### src/nixie_multiplex_scanner_defines.svh
// Assertion helpers used by the scan core RTL.
`ifndef NIXIE_MULTIPLEX_SCANNER_DEFINES_SVH
`define NIXIE_MULTIPLEX_SCANNER_DEFINES_SVH

// Property checked on every rising clock edge outside reset.
`define NMS_ASSERT(lbl, prop, msg) \
  lbl: assert property (@(posedge clk_i) disable iff (!rst_ni) (prop)) else $error(msg);

// Antecedent in one cycle implies consequent in the next.
`define NMS_ASSERT_NEXT(lbl, ante, cons, msg) \
  lbl: assert property (@(posedge clk_i) disable iff (!rst_ni) (ante) |=> (cons)) \
    else $error(msg);

`endif

### src/nms_pkg.sv
`default_nettype none

package nms_pkg;

  localparam int unsigned TubeCountDefault = 4;
  localparam int unsigned WaitW            = 16;
  localparam int unsigned CfgIdxW          = 2;
  localparam int unsigned AnodePins        = 4;

  localparam logic [WaitW-1:0] CathodeOnReset = 16'd100;
  localparam logic [WaitW-1:0] AnodeOnReset   = 16'd100;
  localparam logic [WaitW-1:0] AnodeOffReset  = 16'd1000;
  localparam logic [WaitW-1:0] BlankReset     = 16'd100;

  localparam logic [3:0] CodeBlank = 4'hF;
  localparam logic [3:0] MaxValue  = 4'd10;

  typedef enum logic [1:0] {
    CMD_TICK  = 2'd0,
    CMD_START = 2'd1,
    CMD_STOP  = 2'd2,
    CMD_SET   = 2'd3
  } cmd_e;

  typedef enum logic [CfgIdxW-1:0] {
    CFG_CATHODE_ON = 2'd0,
    CFG_ANODE_ON   = 2'd1,
    CFG_ANODE_OFF  = 2'd2,
    CFG_BLANK      = 2'd3
  } cfg_idx_e;

  typedef struct packed {
    logic [1:0] command;
    logic [1:0] digit_index;
    logic [3:0] digit_value;
    logic       point_on;
  } cmd_t;

  typedef struct packed {
    logic [WaitW-1:0] cathode_on_wait;
    logic [WaitW-1:0] anode_on_wait;
    logic [WaitW-1:0] anode_off_wait;
    logic [WaitW-1:0] blank_wait;
  } cfg_t;

  // numeral to cathode driver code
  function automatic logic [3:0] digit_code(logic [3:0] value);
    logic [3:0] code;
    case (value)
      4'd0:    code = 4'h5;
      4'd1:    code = 4'h7;
      4'd2:    code = 4'h9;
      4'd3:    code = 4'h2;
      4'd4:    code = 4'h3;
      4'd5:    code = 4'h0;
      4'd6:    code = 4'h4;
      4'd7:    code = 4'h1;
      4'd8:    code = 4'h6;
      4'd9:    code = 4'h8;
      default: code = CodeBlank;
    endcase
    return code;
  endfunction

endpackage

`default_nettype wire

### src/nms_cmd_if.sv
`default_nettype none

interface nms_cmd_if;
  logic       valid;
  logic       ready;
  logic [1:0] command;
  logic [1:0] digit_index;
  logic [3:0] digit_value;
  logic       point_on;

  modport source (output valid, command, digit_index, digit_value, point_on, input ready);
  modport sink   (input valid, command, digit_index, digit_value, point_on, output ready);
endinterface

`default_nettype wire

### src/nms_res_if.sv
`default_nettype none

interface nms_res_if;
  logic       valid;
  logic       ready;
  logic       status;
  logic       converter_enable;
  logic [3:0] cathode_code;
  logic [3:0] anode_enables;
  logic       point_pin;

  modport source (output valid, status, converter_enable, cathode_code, anode_enables,
                  point_pin, input ready);
  modport sink   (input valid, status, converter_enable, cathode_code, anode_enables,
                  point_pin, output ready);
endinterface

`default_nettype wire

### src/nms_in_stage.sv
`default_nettype none

module nms_in_stage (
  input  wire logic          clk_i,
  input  wire logic          rst_ni,
  input  wire logic          in_valid_i,
  output logic               in_ready_o,
  input  wire nms_pkg::cmd_t in_cmd_i,
  output logic               out_valid_o,
  input  wire logic          out_ready_i,
  output nms_pkg::cmd_t      out_cmd_o
);
  import nms_pkg::*;

  logic valid_q;
  cmd_t cmd_q;

  assign in_ready_o  = !valid_q || out_ready_i;
  assign out_valid_o = valid_q;
  assign out_cmd_o   = cmd_q;

  always_ff @(posedge clk_i or negedge rst_ni) begin
    if (!rst_ni) begin
      valid_q <= 1'b0;
    end else if (in_ready_o) begin
      valid_q <= in_valid_i;
    end
  end

  always_ff @(posedge clk_i) begin
    if (in_ready_o && in_valid_i) begin
      cmd_q <= in_cmd_i;
    end
  end

endmodule

`default_nettype wire

### src/nms_cfg_regs.sv
`default_nettype none

module nms_cfg_regs (
  input  wire logic                          clk_i,
  input  wire logic                          rst_ni,
  input  wire logic                          cfg_we_i,
  input  wire logic [nms_pkg::CfgIdxW-1:0]   cfg_idx_i,
  input  wire logic [nms_pkg::WaitW-1:0]     cfg_data_i,
  input  wire logic                          idle_i,
  output nms_pkg::cfg_t                      cfg_o
);
  import nms_pkg::*;

  cfg_t cfg_q, cfg_d;

  assign cfg_o = cfg_q;

  // writes are dropped unless the scanner is idle
  always_comb begin
    cfg_d = cfg_q;
    if (cfg_we_i && idle_i) begin
      case (cfg_idx_e'(cfg_idx_i))
        CFG_CATHODE_ON: cfg_d.cathode_on_wait = cfg_data_i;
        CFG_ANODE_ON:   cfg_d.anode_on_wait   = cfg_data_i;
        CFG_ANODE_OFF:  cfg_d.anode_off_wait  = cfg_data_i;
        CFG_BLANK:      cfg_d.blank_wait      = cfg_data_i;
        default: ;
      endcase
    end
  end

  always_ff @(posedge clk_i or negedge rst_ni) begin
    if (!rst_ni) begin
      cfg_q.cathode_on_wait <= CathodeOnReset;
      cfg_q.anode_on_wait   <= AnodeOnReset;
      cfg_q.anode_off_wait  <= AnodeOffReset;
      cfg_q.blank_wait      <= BlankReset;
    end else begin
      cfg_q <= cfg_d;
    end
  end

endmodule

`default_nettype wire

### src/nms_scan_core.sv
`default_nettype none
`include "nixie_multiplex_scanner_defines.svh"

module nms_scan_core #(
  parameter int unsigned TUBE_COUNT = nms_pkg::TubeCountDefault
) (
  input  wire logic          clk_i,
  input  wire logic          rst_ni,
  input  wire nms_pkg::cfg_t cfg_i,
  input  wire logic          in_valid_i,
  output logic               in_ready_o,
  input  wire nms_pkg::cmd_t in_cmd_i,
  output logic               idle_o,
  nms_res_if.source          res
);
  import nms_pkg::*;

  localparam int unsigned TubeW = (TUBE_COUNT > 1) ? $clog2(TUBE_COUNT) : 1;

  typedef enum logic [1:0] {
    PH_IDLE,
    PH_STARTUP,
    PH_SCAN
  } phase_e;

  typedef enum logic [1:0] {
    ST_CATHODE,
    ST_ANODE_ON,
    ST_ANODE_OFF,
    ST_BLANK
  } step_e;

  phase_e                 phase_q, phase_d;
  step_e                  step_q, step_d;
  logic [TubeW-1:0]       tube_q, tube_d;
  logic [WaitW-1:0]       count_q, count_d;
  logic [4:0]             digits_q [TUBE_COUNT];
  logic [4:0]             digits_d [TUBE_COUNT];
  logic                   conv_q, conv_d;
  logic [3:0]             cath_q, cath_d;
  logic [TUBE_COUNT-1:0]  anodes_q, anodes_d;
  logic                   point_q, point_d;

  logic                   out_valid_q, out_valid_d;
  logic                   status_q, status_d;
  logic                   fire;
  logic [4:0]             cur_digit;
  logic [3:0]             anode_pins;

  assign in_ready_o = !out_valid_q || res.ready;
  assign fire       = in_valid_i && in_ready_o;
  assign idle_o     = (phase_q == PH_IDLE);
  assign cur_digit  = digits_q[tube_q];

  always_comb begin
    phase_d     = phase_q;
    step_d      = step_q;
    tube_d      = tube_q;
    count_d     = count_q;
    digits_d    = digits_q;
    conv_d      = conv_q;
    cath_d      = cath_q;
    anodes_d    = anodes_q;
    point_d     = point_q;
    status_d    = status_q;
    out_valid_d = out_valid_q;

    if (res.ready) begin
      out_valid_d = 1'b0;
    end

    if (fire) begin
      out_valid_d = 1'b1;
      status_d    = 1'b0;
      case (cmd_e'(in_cmd_i.command))
        CMD_TICK: begin
          case (phase_q)
            PH_IDLE: ;
            PH_STARTUP: begin
              count_d = cfg_i.cathode_on_wait;
              conv_d  = 1'b1;
              phase_d = PH_SCAN;
              tube_d  = '0;
              step_d  = ST_CATHODE;
            end
            PH_SCAN: begin
              if (count_q <= WaitW'(1)) begin
                case (step_q)
                  ST_CATHODE: begin
                    count_d = cfg_i.anode_on_wait;
                    cath_d  = cur_digit[3:0];
                    step_d  = ST_ANODE_ON;
                  end
                  ST_ANODE_ON: begin
                    count_d          = cfg_i.anode_off_wait;
                    anodes_d[tube_q] = 1'b1;
                    if (cur_digit[4]) begin
                      point_d = 1'b1;
                    end
                    step_d = ST_ANODE_OFF;
                  end
                  ST_ANODE_OFF: begin
                    count_d          = cfg_i.blank_wait;
                    anodes_d[tube_q] = 1'b0;
                    point_d          = 1'b0;
                    step_d           = ST_BLANK;
                  end
                  ST_BLANK: begin
                    count_d = cfg_i.cathode_on_wait;
                    cath_d  = CodeBlank;
                    step_d  = ST_CATHODE;
                    if (tube_q == TubeW'(TUBE_COUNT - 1)) begin
                      tube_d = '0;
                    end else begin
                      tube_d = tube_q + TubeW'(1);
                    end
                  end
                  default: ;
                endcase
              end else begin
                count_d = count_q - WaitW'(1);
              end
            end
            default: ;
          endcase
        end
        CMD_START: begin
          if (phase_q != PH_IDLE) begin
            status_d = 1'b1;
          end else begin
            for (int i = 0; i < TUBE_COUNT; i++) begin
              digits_d[i] = {1'b0, CodeBlank};
            end
            phase_d = PH_STARTUP;
          end
        end
        CMD_STOP: begin
          if (phase_q == PH_IDLE) begin
            status_d = 1'b1;
          end else begin
            for (int i = 0; i < TUBE_COUNT; i++) begin
              digits_d[i] = {1'b0, CodeBlank};
            end
            conv_d   = 1'b0;
            cath_d   = '0;
            anodes_d = '0;
            point_d  = 1'b0;
            count_d  = '0;
            phase_d  = PH_IDLE;
          end
        end
        CMD_SET: begin
          if ((4'(in_cmd_i.digit_index) >= 4'(TUBE_COUNT)) ||
              (in_cmd_i.digit_value > MaxValue)) begin
            status_d = 1'b1;
          end else begin
            for (int i = 0; i < TUBE_COUNT; i++) begin
              if (4'(in_cmd_i.digit_index) == 4'(i)) begin
                digits_d[i] = {in_cmd_i.point_on, digit_code(in_cmd_i.digit_value)};
              end
            end
          end
        end
        default: ;
      endcase
    end
  end

  always_ff @(posedge clk_i or negedge rst_ni) begin
    if (!rst_ni) begin
      phase_q     <= PH_IDLE;
      step_q      <= ST_CATHODE;
      tube_q      <= '0;
      count_q     <= '0;
      for (int i = 0; i < TUBE_COUNT; i++) begin
        digits_q[i] <= {1'b0, CodeBlank};
      end
      conv_q      <= 1'b0;
      cath_q      <= '0;
      anodes_q    <= '0;
      point_q     <= 1'b0;
      status_q    <= 1'b0;
      out_valid_q <= 1'b0;
    end else begin
      phase_q     <= phase_d;
      step_q      <= step_d;
      tube_q      <= tube_d;
      count_q     <= count_d;
      digits_q    <= digits_d;
      conv_q      <= conv_d;
      cath_q      <= cath_d;
      anodes_q    <= anodes_d;
      point_q     <= point_d;
      status_q    <= status_d;
      out_valid_q <= out_valid_d;
    end
  end

  // tubes above the fourth have no pin
  always_comb begin
    anode_pins = '0;
    for (int i = 0; i < AnodePins; i++) begin
      if (i < TUBE_COUNT) begin
        anode_pins[i] = anodes_q[i];
      end
    end
  end

  assign res.valid            = out_valid_q;
  assign res.status           = status_q;
  assign res.converter_enable = conv_q;
  assign res.cathode_code     = cath_q;
  assign res.anode_enables    = anode_pins;
  assign res.point_pin        = point_q;

  `NMS_ASSERT(a_one_anode, $onehot0(anodes_q), "more than one anode lit")
  `NMS_ASSERT(a_idle_dark, !idle_o || (!conv_q && anodes_q == '0 && !point_q),
              "pins driven while idle")
  `NMS_ASSERT(a_point_lit, !point_q || anodes_q != '0, "point lit without anode")
  `NMS_ASSERT_NEXT(a_stop_idle, fire && in_cmd_i.command == CMD_STOP, phase_q == PH_IDLE,
                   "stop did not return to idle")

endmodule

`default_nettype wire

### src/nixie_multiplex_scanner.sv
// Scan controller for a row of multiplexed nixie tubes.
// Command channel (cmd_if): tick, start, stop or set digit with index, value
// and point. Each command transfer yields exactly one result transfer on
// res_if: a reject flag plus the converter, cathode, anode and point levels
// as they stand after the command.
// While scanning, each tube runs four timed phases counted in tick commands:
// cathode on, anode on, anode off, blank; then the next tube follows.
// Configuration: cfg_we_i, cfg_idx_i and cfg_data_i set the four phase
// lengths; writes are ignored unless the scanner is stopped.
// A command passes through the input register, then the result register.
// Throughput: one command per cycle while res_if.ready stays high, as the
// scan state is updated for each command as it is taken.
// Reset: scanner stopped, all pins low, digits blank, phase lengths at
// their defaults.
// A stalled receiver holds the result; one further command waits in the
// input register, after which cmd_if.ready drops.
`default_nettype none

module nixie_multiplex_scanner #(
  parameter int unsigned TUBE_COUNT = nms_pkg::TubeCountDefault
) (
  input  wire logic                        clk_i,
  input  wire logic                        rst_ni,
  nms_cmd_if.sink                          cmd_if,
  nms_res_if.source                        res_if,
  input  wire logic                        cfg_we_i,
  input  wire logic [nms_pkg::CfgIdxW-1:0] cfg_idx_i,
  input  wire logic [nms_pkg::WaitW-1:0]   cfg_data_i
);
  import nms_pkg::*;

  cmd_t in_cmd;
  cmd_t stage_cmd;
  cfg_t cfg;
  logic stage_valid;
  logic core_ready;
  logic idle;

  assign in_cmd.command     = cmd_if.command;
  assign in_cmd.digit_index = cmd_if.digit_index;
  assign in_cmd.digit_value = cmd_if.digit_value;
  assign in_cmd.point_on    = cmd_if.point_on;

  nms_in_stage u_in_stage (
    .clk_i       (clk_i),
    .rst_ni      (rst_ni),
    .in_valid_i  (cmd_if.valid),
    .in_ready_o  (cmd_if.ready),
    .in_cmd_i    (in_cmd),
    .out_valid_o (stage_valid),
    .out_ready_i (core_ready),
    .out_cmd_o   (stage_cmd)
  );

  nms_cfg_regs u_cfg_regs (
    .clk_i      (clk_i),
    .rst_ni     (rst_ni),
    .cfg_we_i   (cfg_we_i),
    .cfg_idx_i  (cfg_idx_i),
    .cfg_data_i (cfg_data_i),
    .idle_i     (idle),
    .cfg_o      (cfg)
  );

  nms_scan_core #(
    .TUBE_COUNT (TUBE_COUNT)
  ) u_scan_core (
    .clk_i      (clk_i),
    .rst_ni     (rst_ni),
    .cfg_i      (cfg),
    .in_valid_i (stage_valid),
    .in_ready_o (core_ready),
    .in_cmd_i   (stage_cmd),
    .idle_o     (idle),
    .res        (res_if)
  );

endmodule

`default_nettype wire

### src/flat_wrapper.sv
// flat-port wrapper written by rule: the top's interface ports become plain ports
module nixie_multiplex_scanner_flat import nms_pkg::*;
#(
  parameter int unsigned TUBE_COUNT = nms_pkg::TubeCountDefault
)
  (clk_i, rst_ni, cfg_we_i, cfg_idx_i, cfg_data_i, cmd_if_valid, cmd_if_command, cmd_if_digit_index, cmd_if_digit_value, cmd_if_point_on, cmd_if_ready, res_if_valid, res_if_status, res_if_converter_enable, res_if_cathode_code, res_if_anode_enables, res_if_point_pin, res_if_ready);
  nms_cmd_if cmd_if_i ();
  nms_res_if res_if_i ();
  input  wire logic clk_i;
  input  wire logic rst_ni;
  input  wire logic cfg_we_i;
  input  wire logic [nms_pkg::CfgIdxW-1:0] cfg_idx_i;
  input  wire logic [nms_pkg::WaitW-1:0] cfg_data_i;
  input wire logic [$bits(cmd_if_i.valid)-1:0] cmd_if_valid;
  input wire logic [$bits(cmd_if_i.command)-1:0] cmd_if_command;
  input wire logic [$bits(cmd_if_i.digit_index)-1:0] cmd_if_digit_index;
  input wire logic [$bits(cmd_if_i.digit_value)-1:0] cmd_if_digit_value;
  input wire logic [$bits(cmd_if_i.point_on)-1:0] cmd_if_point_on;
  output wire logic [$bits(cmd_if_i.ready)-1:0] cmd_if_ready;
  output wire logic [$bits(res_if_i.valid)-1:0] res_if_valid;
  output wire logic [$bits(res_if_i.status)-1:0] res_if_status;
  output wire logic [$bits(res_if_i.converter_enable)-1:0] res_if_converter_enable;
  output wire logic [$bits(res_if_i.cathode_code)-1:0] res_if_cathode_code;
  output wire logic [$bits(res_if_i.anode_enables)-1:0] res_if_anode_enables;
  output wire logic [$bits(res_if_i.point_pin)-1:0] res_if_point_pin;
  input wire logic [$bits(res_if_i.ready)-1:0] res_if_ready;
  assign cmd_if_i.valid = cmd_if_valid;
  assign cmd_if_i.command = cmd_if_command;
  assign cmd_if_i.digit_index = cmd_if_digit_index;
  assign cmd_if_i.digit_value = cmd_if_digit_value;
  assign cmd_if_i.point_on = cmd_if_point_on;
  assign cmd_if_ready = cmd_if_i.ready;
  assign res_if_valid = res_if_i.valid;
  assign res_if_status = res_if_i.status;
  assign res_if_converter_enable = res_if_i.converter_enable;
  assign res_if_cathode_code = res_if_i.cathode_code;
  assign res_if_anode_enables = res_if_i.anode_enables;
  assign res_if_point_pin = res_if_i.point_pin;
  assign res_if_i.ready = res_if_ready;
  nixie_multiplex_scanner #(.TUBE_COUNT(TUBE_COUNT)) u_core (.clk_i(clk_i), .rst_ni(rst_ni), .cmd_if(cmd_if_i), .res_if(res_if_i), .cfg_we_i(cfg_we_i), .cfg_idx_i(cfg_idx_i), .cfg_data_i(cfg_data_i));
endmodule
### config.mk
export PLATFORM = sky130hd
export DESIGN_NAME = nixie_multiplex_scanner_flat
export DESIGN_NICKNAME = d
export VERILOG_FILES = /design/src/nms_pkg.sv /design/src/nms_cmd_if.sv /design/src/nms_res_if.sv /design/src/nms_in_stage.sv /design/src/nms_cfg_regs.sv /design/src/nms_scan_core.sv /design/src/nixie_multiplex_scanner.sv /design/src/flat_wrapper.sv
export VERILOG_INCLUDE_DIRS = /design/src /design/src/src
export SDC_FILE = /design/constraint.sdc
export NUM_CORES = 1
export LEC_CHECK = 0
export BUFFER_PORTS_ARGS = -buffer_cell sky130_fd_sc_hd__buf_2
export CELL_PAD_IN_SITES_DETAIL_PLACEMENT = 1
export CELL_PAD_IN_SITES_GLOBAL_PLACEMENT = 2
export CORE_MARGIN = 3
export CORE_UTILIZATION = 41
export DETAILED_ROUTE_END_ITERATION = 10
export HOLD_SLACK_MARGIN = 0.03
export PLACE_DENSITY_LB_ADDON = 0.1
export SYNTH_ARGS = -nofsm -noshare
export SYNTH_HDL_FRONTEND = slang
export SYNTH_HIERARCHICAL = 1
export SYNTH_SLANG_ARGS = --single-unit
### constraint.sdc
create_clock -name clk_i -period 2.4 [get_ports clk_i]
set_input_delay 0.48 -clock clk_i [delete_from_list [all_inputs] [get_ports clk_i]]
set_output_delay 0.48 -clock clk_i [all_outputs]
set_load 0.02 [all_outputs]
==> results of run 1 <==
-- final cells by class --
class / instances / area, um2
clock buffers: 18 / 429.2
clock inverters: 14 / 151.4
fillers: 1743 / 8159
inverters: 23 / 86.33
multi-input cells: 412 / 3264
flip-flops and latches: 128 / 3287
well taps: 216 / 270.3
repair buffers: 75 / 467.9
-- stage by stage --
stage          utilization (%)  hold WS (ns)  cells
6_report                 49.37       0.08357    886
5_1_grt                  49.37        0.1911    886
4_1_cts                  49.33        0.1853    886
3_5_place_dp             45.73        0.4952    854
3_3_place_gp             45.73        0.4864    854
2_1_floorplan                -        0.1844    597
-- worst max path at each step --
stage                                               from                         endpoint  slack [ns]  cells after the start
after floorplan            u_core/u_scan_core/phase_q[1]  u_core/u_scan_core/digits_q[14]        0.28                      6
after CTS                 u_core/u_in_stage/out_cmd_o[7]   u_core/u_scan_core/digits_q[4]        0.12                      7
after global placement    u_core/u_in_stage/out_cmd_o[8]    u_core/u_scan_core/count_q[5]        0.24                      7
after detailed placement  u_core/u_in_stage/out_cmd_o[7]    u_core/u_scan_core/count_q[5]        0.15                      7
final                     u_core/u_in_stage/out_cmd_o[1]   u_core/u_scan_core/digits_q[4]        0.13                      6
after global routing       u_core/u_scan_core/count_q[6]     u_core/u_scan_core/tube_q[0]        0.02                      5
-- per-layer routing --
metal  vias to the layer above  global-route usage [%]  routed length [um]
met2                        90                   33.60                8692
li1                       2321                       -                   -
met3                        15                   5.551                 815
met5                         -                       0                   0
met1                      2665                   31.76                9284
met4                         0                   4.815                 183
-- kinds of logic (layout without fill, tap and decap cells) --
logic type | after synthesis | count (layout) | share of synthesized area [%]
xor+xnor | 1 | 1 | 0.1282
fa+ha+maj | 23 | 23 | 4.211
compound gates | 129 | 129 | 13.13
simple gates | 162 | 162 | 12.96
buf+inv | 57 | 130 | 4.229
mux | 97 | 97 | 17.25
flops | 128 | 128 | 48.10
-- registers in the layout, indices dropped and copies added (netlist names) --
register / count
u_core/u_cfg_regs/cfg_o: 64
u_core/u_scan_core/digits_q: 20
u_core/u_scan_core/count_q: 16
u_core/u_in_stage/out_cmd_o: 9
u_core/u_scan_core/res.anode_enables: 4
u_core/u_scan_core/res.cathode_code: 4
u_core/u_scan_core/phase_q: 2
u_core/u_scan_core/step_q: 2
u_core/u_scan_core/tube_q: 2
u_core/u_in_stage/out_valid_o: 1
u_core/u_scan_core/res.converter_enable: 1
u_core/u_scan_core/res.point_pin: 1
u_core/u_scan_core/res.status: 1
u_core/u_scan_core/res.valid: 1
-- synthesized netlist by cell type (all sizes together) (6+ instances only) --
cell | count | share of area [%]
dfrtp | 88 | 32
mux2 | 86 | 15
nor2 | 60 | 3.4
o21ai | 37 | 2.7
a21oi | 34 | 3.0
nand2 | 32 | 1.8
dfstp | 31 | 12
ha | 23 | 4.2
inv | 23 | 1.3
clkbuf | 19 | 1.0
nand3 | 19 | 1.5
a222oi | 16 | 2.3
buf | 15 | 1.9
o311ai | 10 | 1.3
edfxtp | 9 | 4.0
nand2b | 9 | 0.93
nor3 | 8 | 0.82
mux2i | 6 | 0.88
o221ai | 6 | 0.77
-- power by group --
| part | total (mW) | switching [mW] | internal (mW) |
|---|---|---|---|
| combinational | 4.19 | 2.33 | 1.86 |
| clock | 2.59 | 1.05 | 1.54 |
| sequential | 3.78 | 0.660 | 3.12 |
| total | 10.6 | 4.04 | 6.53 |
-- placed cells by master (no fill, tap or decap), types with 3 or more instances in the layout --
cell,instances
sky130_fd_sc_hd__ha_1,23
sky130_fd_sc_hd__nor3b_1,4
sky130_fd_sc_hd__buf_4,31
sky130_fd_sc_hd__dfstp_2,31
sky130_fd_sc_hd__inv_1,23
sky130_fd_sc_hd__a222oi_1,16
sky130_fd_sc_hd__o221ai_1,6
sky130_fd_sc_hd__edfxtp_1,9
sky130_fd_sc_hd__nor2_1,59
sky130_fd_sc_hd__o211ai_1,4
sky130_fd_sc_hd__o2111ai_1,5
sky130_fd_sc_hd__a21oi_4,3
sky130_fd_sc_hd__buf_2,43
sky130_fd_sc_hd__mux2_4,10
sky130_fd_sc_hd__clkbuf_16,17
sky130_fd_sc_hd__o21ai_0,33
sky130_fd_sc_hd__o21ai_1,4
sky130_fd_sc_hd__a21oi_1,31
sky130_fd_sc_hd__nor3_1,6
sky130_fd_sc_hd__mux2_2,75
sky130_fd_sc_hd__inv_6,6
sky130_fd_sc_hd__mux2i_1,6
sky130_fd_sc_hd__nand2b_1,8
sky130_fd_sc_hd__a31oi_1,3
sky130_fd_sc_hd__mux4_2,5
sky130_fd_sc_hd__and2_1,4
sky130_fd_sc_hd__nand3_1,18
sky130_fd_sc_hd__o311ai_0,10
sky130_fd_sc_hd__nand2_1,32
sky130_fd_sc_hd__dfrtp_1,88
sky130_fd_sc_hd__o22ai_1,3
sky130_fd_sc_hd__clkinvlp_4,3
-- what timing repair did --
| action | 4_1_cts | 5_1_grt |
|---|---|---|
| resized for setup | 0 | 1 |
| endpoints found under the hold margin | 0 | 0 |
| endpoints found under the setup margin | 0 | 1 |
==> summary by stage, run 1 <==
Floorplan
45 I/O pins were placed. In this run the horizontal extent of the chip is 135.1 um. The vertical die dimension is 135.1 um. The number of placement rows is 46.

The placeable core region is 16,120 um2. The effective utilization at floorplan is 42.41%. The die footprint is 18,250 um2.

Timing
The setup TNS after final layout is 0 ns. The post-route worst setup slack is 0.1316 ns. The maximum achievable frequency is 0.4408 GHz. Clock skew on the completed layout was measured at 0.01242 ns.

At the pin with the least slew margin, the transition time is 0.8099 ns. Measured against its own limit, the worst slew margin works out to 45.43%. In the finished design, the share of the clock period the worst path needs comes to 94.52%.

Setup repair after global routing left no endpoint under its margin. The hold violation total from the final report is 0. The minimum clock period after layout is 2.268 ns.

Setup violations remaining at the end of the flow were counted as 0. The final count of pins violating max slew is 0.

Finish
Relative to the synthesized area, the layout overhead comes to 16.42%. The number of diodes added for antenna fixing is 0. The summed area of non-filler cells in the final layout is 7956 um2. At the end of the flow, the number of nets in the layout was 712. Of the cells placed in the final design, the portion with a size suffix greater than 1 is 36.72%.

Clock tree
The CTS sink count is 128. The number of clock buffers added by TritonCTS is 17. The CTS tree is yes. After clock tree synthesis, the setup repair step added 0 buffers.

Buffers inserted to repair hold after CTS numbered 0. The clock edge transition at the registers on the reported setup and hold paths is 0.06 ns. At the later pin of the worst-skew pair, clock insertion delay measures 0.42 ns. The CTS root buffer is sky130_fd_sc_hd__clkbuf_16. The H-tree was split into 4 levels. No sink is reached through more buffers than the 2 on the longest clock path.

Place
Once placement finished, the instance area stood at 7370 um2. Once detailed placement completed, the half-perimeter wirelength came to 13,390 um. Routability-driven placement finished with a final weighted congestion of 0.8442.

During placement, the flow inserted port buffers numbering 44. At the placement stage, the worst setup path has a slack of 0.1508 ns.

Pwr
Overall power consumption after layout is estimated at 10.57 mW. The largest vdd supply drop is 0.6500 mV. For this design the static power due to leakage is 3.383 nW.

The total power density per cell area is 1328 nW/um2.

Route
Summed over all layers, the routed wires come to 18,980 um. The routed layout has 5,091 vias. The iteration count of the initial detailed-routing pass is 8. The number of design-rule violations left by the first detailed-router iteration is 337.

For this run, design rule violations remaining after detail routing come to 0. After detailed routing, the average wire length per cell comes to 21.42 um. The post-route antenna net violation count is 0. The detailed-route vias per instance is 5.746.

Worst setup path
The largest single stage delay on the critical path is 0.56 ns. On the critical path, the stage with the largest delay is an instance of sky130_fd_sc_hd__a311o_1. The critical path launch point type is a register. The largest fanout of any net on the critical path is 5.

The number of cells on the worst reg-to-reg path is 6. The required arrival time at the worst endpoint is 2.70 ns. The worst setup slack for register-to-register paths is 0.13 ns. The launch instance of the worst register-to-register path is u_core/u_in_stage/out_cmd_o[1].

STA classifies the critical path endpoint as a register. The signal on the critical path passes through inv_1 -> ha_1 -> o21ai_0 -> a311o_1 -> a21oi_4 -> mux2_2. The kind of cell adding the most delay to the critical path is compound AO/OA/AOI/OAI gates. By startpoint and endpoint, the worst setup path is classified as reg2reg. The capture point of the worst reg-to-reg path is u_core/u_scan_core/digits_q[4]. The number of buffers and inverters on the critical path is 1. STA puts the critical path data arrival time at 2.57 ns.

Yosys
For this run, the register share of the synthesized area comes to 48.10%. Among all flip-flop cells after synthesis, the most frequent one is sky130_fd_sc_hd__dfrtp_1. The number of different library cells used by synthesis comes to 69. The summed instance area of the synthesized netlist is 6834 um2. The cell count after synthesis is 597. The number of flops mapped to enable cells by yosys is 9. The net count after synthesis is 652. After synthesis, the mean cell area works out to 11.45 um2. The fraction of synthesis flops using an asynchronous set or reset pin is 92.97%.

Yosys printed 6 warnings. After synthesis the netlist holds a flip-flop and latch count of 128.

Global route
The residual overflow from global routing is 0. The all-layer global routing usage is 21.99%. The first global-routing pass estimated 31,310 um of wire. The number of global-route vias before repair was 5,559.

The initial antenna violation count came to 0. Entering global routing, the biggest net connects 120 pins.

Min path
The classification of the worst-slack hold path is in2async.

Flow run
The tool flagged a number of max-cap violations equal to 0.

Status
The flow ran to the end, and the final reports show no timing, DRC or antenna violations.
Power figures use the tool's default switching activity.
==> inputs of run 2 (changes only) <==
- CORE_UTILIZATION: 41 -> 42
- SYNTH_HIERARCHICAL: 1 -> not set
==> run 2 against run 1 <==
Against the previous run:
- first-iteration DRC count shrank 12%
- highest routed layer unchanged
- critical endpoint is now u_core.u_scan_core.res.cathode_code[2]
- critical path type unchanged
- area after synthesis shrank 2.1%
- critical path depth grew 1
- largest power group unchanged
==> summary by stage, run 2 <==
Clock tree
The clock buffer count from CTS is 17. The root buffer cell chosen for the clock tree is sky130_fd_sc_hd__clkbuf_16. The CTS tree is yes. The number of gates resized after CTS was 0.

Hold repair after CTS inserted 0 buffers. Buffers added to address setup during post-CTS repair amount to 0. The clock latency of the later-clocked register in the worst-skew pair is 0.42 ns.

CTS saw 132 sinks. In this run the deepest clock path goes through 2 buffers. After clock tree synthesis, the clock-pin slew on the worst setup and hold paths is 0.06 ns. The H-tree was split into 4 levels.

Floorplan
In this run the horizontal extent of the chip is 132.2 um. The initialized floorplan defines 45 standard-cell rows. The region available for standard cell placement spans 15,370 um2. For this configuration, the core starts out at a cell density of 43.52%. The floorplan step defined a die boundary enclosing 17,480 um2. The die is 132.2 um tall.

The number of placed I/O pins is 45.

Yosys
The fraction of synthesis flops using an asynchronous set or reset pin is 90.15%. Of the total synthesized cell area, the portion taken by AND, OR, NAND and NOR gates is 10.04%. The main combinational cell family by area after synthesis is multiplexers.

After synthesis, the cell types taking the most area are sky130_fd_sc_hd__dfrtp_1, sky130_fd_sc_hd__mux2_2, sky130_fd_sc_hd__dfstp_2. In this run, synthesis inferred 9 flip-flops with an integrated enable. The area fraction in compound gates after synthesis is 10.94%. The share of the synthesized netlist area taken by xor and xnor gates is 1.309%. During synthesis, Yosys emitted a total of 0 warnings.

The post-synthesis mux area share is 20.31%. The synthesized design spends more area on one cell type than any other, namely sky130_fd_sc_hd__dfrtp_1. The commonest cells after synthesis are sky130_fd_sc_hd__mux2_2, sky130_fd_sc_hd__dfrtp_1, sky130_fd_sc_hd__nor2_1, sky130_fd_sc_hd__dfstp_2, sky130_fd_sc_hd__nand2_1. The cell count after synthesis is 564. The number of different library cells used by synthesis comes to 55. After synthesis, the mean cell area works out to 11.86 um2.

The most instantiated library cell after synthesis is sky130_fd_sc_hd__mux2_2. Synthesis produced a netlist with a net count of 619. The area fraction of the dominant cell type after synthesis is 32.92%. The synthesized netlist devotes 4.302% of its cell area to adder and majority cells. Counting flops and latches in the post-synthesis netlist gives 132. Among all flip-flop cells after synthesis, the most frequent one is sky130_fd_sc_hd__dfrtp_1. For this run, the register share of the synthesized area comes to 50.34%. The synthesized netlist occupies a cell area of 6689 um2.

Worst setup path
The count of buffering cells on the critical path with inverters included is 2. Data on the critical path arrives at its endpoint at 2.58 ns. The kind of cell adding the most delay to the critical path is simple AND/OR/NAND/NOR gates. The critical path's largest stage delay is 0.57 ns. In this run the worst path has a maximum fanout of 5. At the worst endpoint, the required time is 2.70 ns. Walking the worst path, the cells encountered are or4_1 -> buf_4 -> nor2_1 -> o2111ai_1 -> a21oi_1 -> buf_4 -> mux2_2. The endpoint kind of the worst setup timing path is a register. The critical path launch point type is a register. The cell at the slowest stage of the critical path is sky130_fd_sc_hd__or4_1. Counting stages on the worst path, the most repeated cell is sky130_fd_sc_hd__buf_4. The critical path is of the reg2reg type.

Finish
Leaving out filler cells and counting taps, the final layout contains 865. The layout cell share with drive strength beyond 1 is 39.60%. The final-stage net count is 696. The top cell types in the final layout, fill and taps aside, are sky130_fd_sc_hd__mux2_2, sky130_fd_sc_hd__dfrtp_1, sky130_fd_sc_hd__buf_2, sky130_fd_sc_hd__buf_4, sky130_fd_sc_hd__nor2_1. The register with the most flip-flops in the layout has 64 of them. The number of diodes added for antenna fixing is 0. Leaving out fill and tap cells, the most frequent cell in the layout is sky130_fd_sc_hd__mux2_2. The summed area of non-filler cells in the final layout is 8013 um2. The area growth from synthesis to layout is 19.79%.

Global route
The first global-routing pass estimated 29,340 um of wire. The number of global-route vias before repair is 5,498. Across every metal layer, demand over resource in global routing totals 21.27%.

The initial antenna violation count is 0. For this run the aggregate overflow at the end of global routing stands at 0. The maximum number of pins on one net before global-route repair is 120.

Route
The count of nets left with antenna violations once routing finished came out at 0. After detailed routing, the average wire length per cell comes to 20.72 um. After detailed routing, the number of vias per cell comes to 5.630. The pre-antenna-repair detailed-routing pass consisted of 5 iterations. The routed layout has 4,870 vias. After the first detailed-routing iteration, the DRC count stood at 295.

The final wirelength is 17,920 um. For this run, design rule violations remaining after detail routing come to 0.

Timing
The post-route worst setup slack is 0.1226 ns. After layout, the minimum clock period comes to 2.277 ns. The final setup skew is 0.008861 ns. The share of the clock period used by the worst path after layout is 94.89%. The total setup violations reported at the end of the flow is 0. The maximum achievable frequency is 0.4391 GHz. The final count of pins violating max slew is 0. The hold violation total from the final report is 0.

Headroom to the max-slew limit came out at 47.94%. At the pin with the least slew margin, the transition time is 0.7809 ns.

Place
At the placement stage, the worst setup path has a slack of 0.06514 ns. The number of I/O port buffers is 44. Detailed placement finished with a half-perimeter wire length of 12,300 um. In this run the cell area measured after placement is 7440 um2.

The instance count after placement with tap cells included is 833. The final weighted congestion of routability-driven global placement is 0.8268.

Pwr
Combinational logic burns 38.2% of the power. The power spent charging and discharging nets is 3.640 mW. The leakage power figure is 3.467 nW. The total power density per cell area is 1288 nW/um2. The largest vdd supply drop is 0.6649 mV. The portion of total power attributed to sequential cells is 37.7%. Cell internal power was estimated by the tool at 6.681 mW. The clock network power share is 24.1%. The total power consumption of the routed design is 10.32 mW. In this run switching power makes up 35.27% of total power.

Flow run
The number of max-cap violations is 0.

Status
The flow ran to the end, and the final reports show no timing, DRC or antenna violations.

Min path
The classification of the worst-slack hold path is in2async.
==> run 2: cell types whose count changed after synthesis, sizes merged, moves of 11 or more <==
cell	delta
a21oi	-16
mux2i	+15
buf	-11
nor2	-26
nand3	-15
o21ai	-11
==> run 2: path summary, 6_finish.rpt <==
kind	startpoint	endpoint	slack [ns]	depth (start not counted)
max	u_core.u_scan_core.count_q[4]	u_core.u_scan_core.res.cathode_code[2]	0.12	7
min	rst_ni	u_core.u_cfg_regs.cfg_o[1]	0.04	2
max reg2reg	u_core.u_scan_core.count_q[4]	u_core.u_scan_core.res.cathode_code[2]	0.12	7
min reg2reg	u_core.u_scan_core.res.status	u_core.u_scan_core.res.status	0.48	1
max in group asynchronous	rst_ni	u_core.u_scan_core.count_q[15]	1.68	2
min in group clk_i	cmd_if_command[1]	u_core.u_in_stage.out_cmd_o[8]	0.24	1
==> run 2: kinds of logic after synthesis <==
kind of cell,count (synthesis)
compound gates,104
xor+xnor,10
fa+ha+maj,23
buf+inv,48
flops,132
mux,118
simple gates,129
==> run 2: power groups by stage <==
stage	registers, mW	logic [mW]	clock network [mW]
2_1_floorplan	3.74	2.60	0
3_3_place_gp	3.84	3.80	0
3_5_place_dp	3.90	3.93	0
4_1_cts	3.88	3.97	2.54
5_1_grt	4.01	4.39	2.66
6_report	3.89	3.95	2.49
==> run 2: worst reg2reg max path, cell delays in order, from the launching register on <==
cell and delay, ns:
sky130_fd_sc_hd__dfrtp_1 0.39, sky130_fd_sc_hd__or4_1 0.57, sky130_fd_sc_hd__buf_4 0.18, sky130_fd_sc_hd__nor2_1 0.13
sky130_fd_sc_hd__o2111ai_1 0.17, sky130_fd_sc_hd__a21oi_1 0.20, sky130_fd_sc_hd__buf_4 0.17, sky130_fd_sc_hd__mux2_2 0.34
==> run 2: per-stage QoR <==
stage | setup TNS, ns | hold WS, ns | util (%)
3_3_place_gp | 0 | 0.4849 | 48.40
5_1_grt | -0.09892 | 0.2023 | 52.13
3_5_place_dp | 0 | 0.4743 | 48.40
6_report | 0 | 0.04134 | 52.13
2_1_floorplan | 0 | 0.1844 | -
4_1_cts | 0 | 0.1861 | 52.01
==> run 2: cell type report <==
cell class | instances | area (um2)
multi-input combinational | 384 | 3157
sequential | 132 | 3368
clock buffer | 22 | 444.2
tap | 211 | 264.0
clock inverter | 10 | 110.1
timing repair buffer | 90 | 609.3
inverter | 16 | 60.06
fill | 1643 | 7358
==> run 2: routing by layer <==
| layer | track usage, % | vias up | wire length, um |
|---|---|---|---|
| li1 | - | 2238 | - |
| met1 | 24.75 | 2541 | 7343 |
| met2 | 39.00 | 67 | 9696 |
| met3 | 4.885 | 24 | 515 |
| met4 | 6.351 | 0 | 366 |
| met5 | 0 | - | 0 |
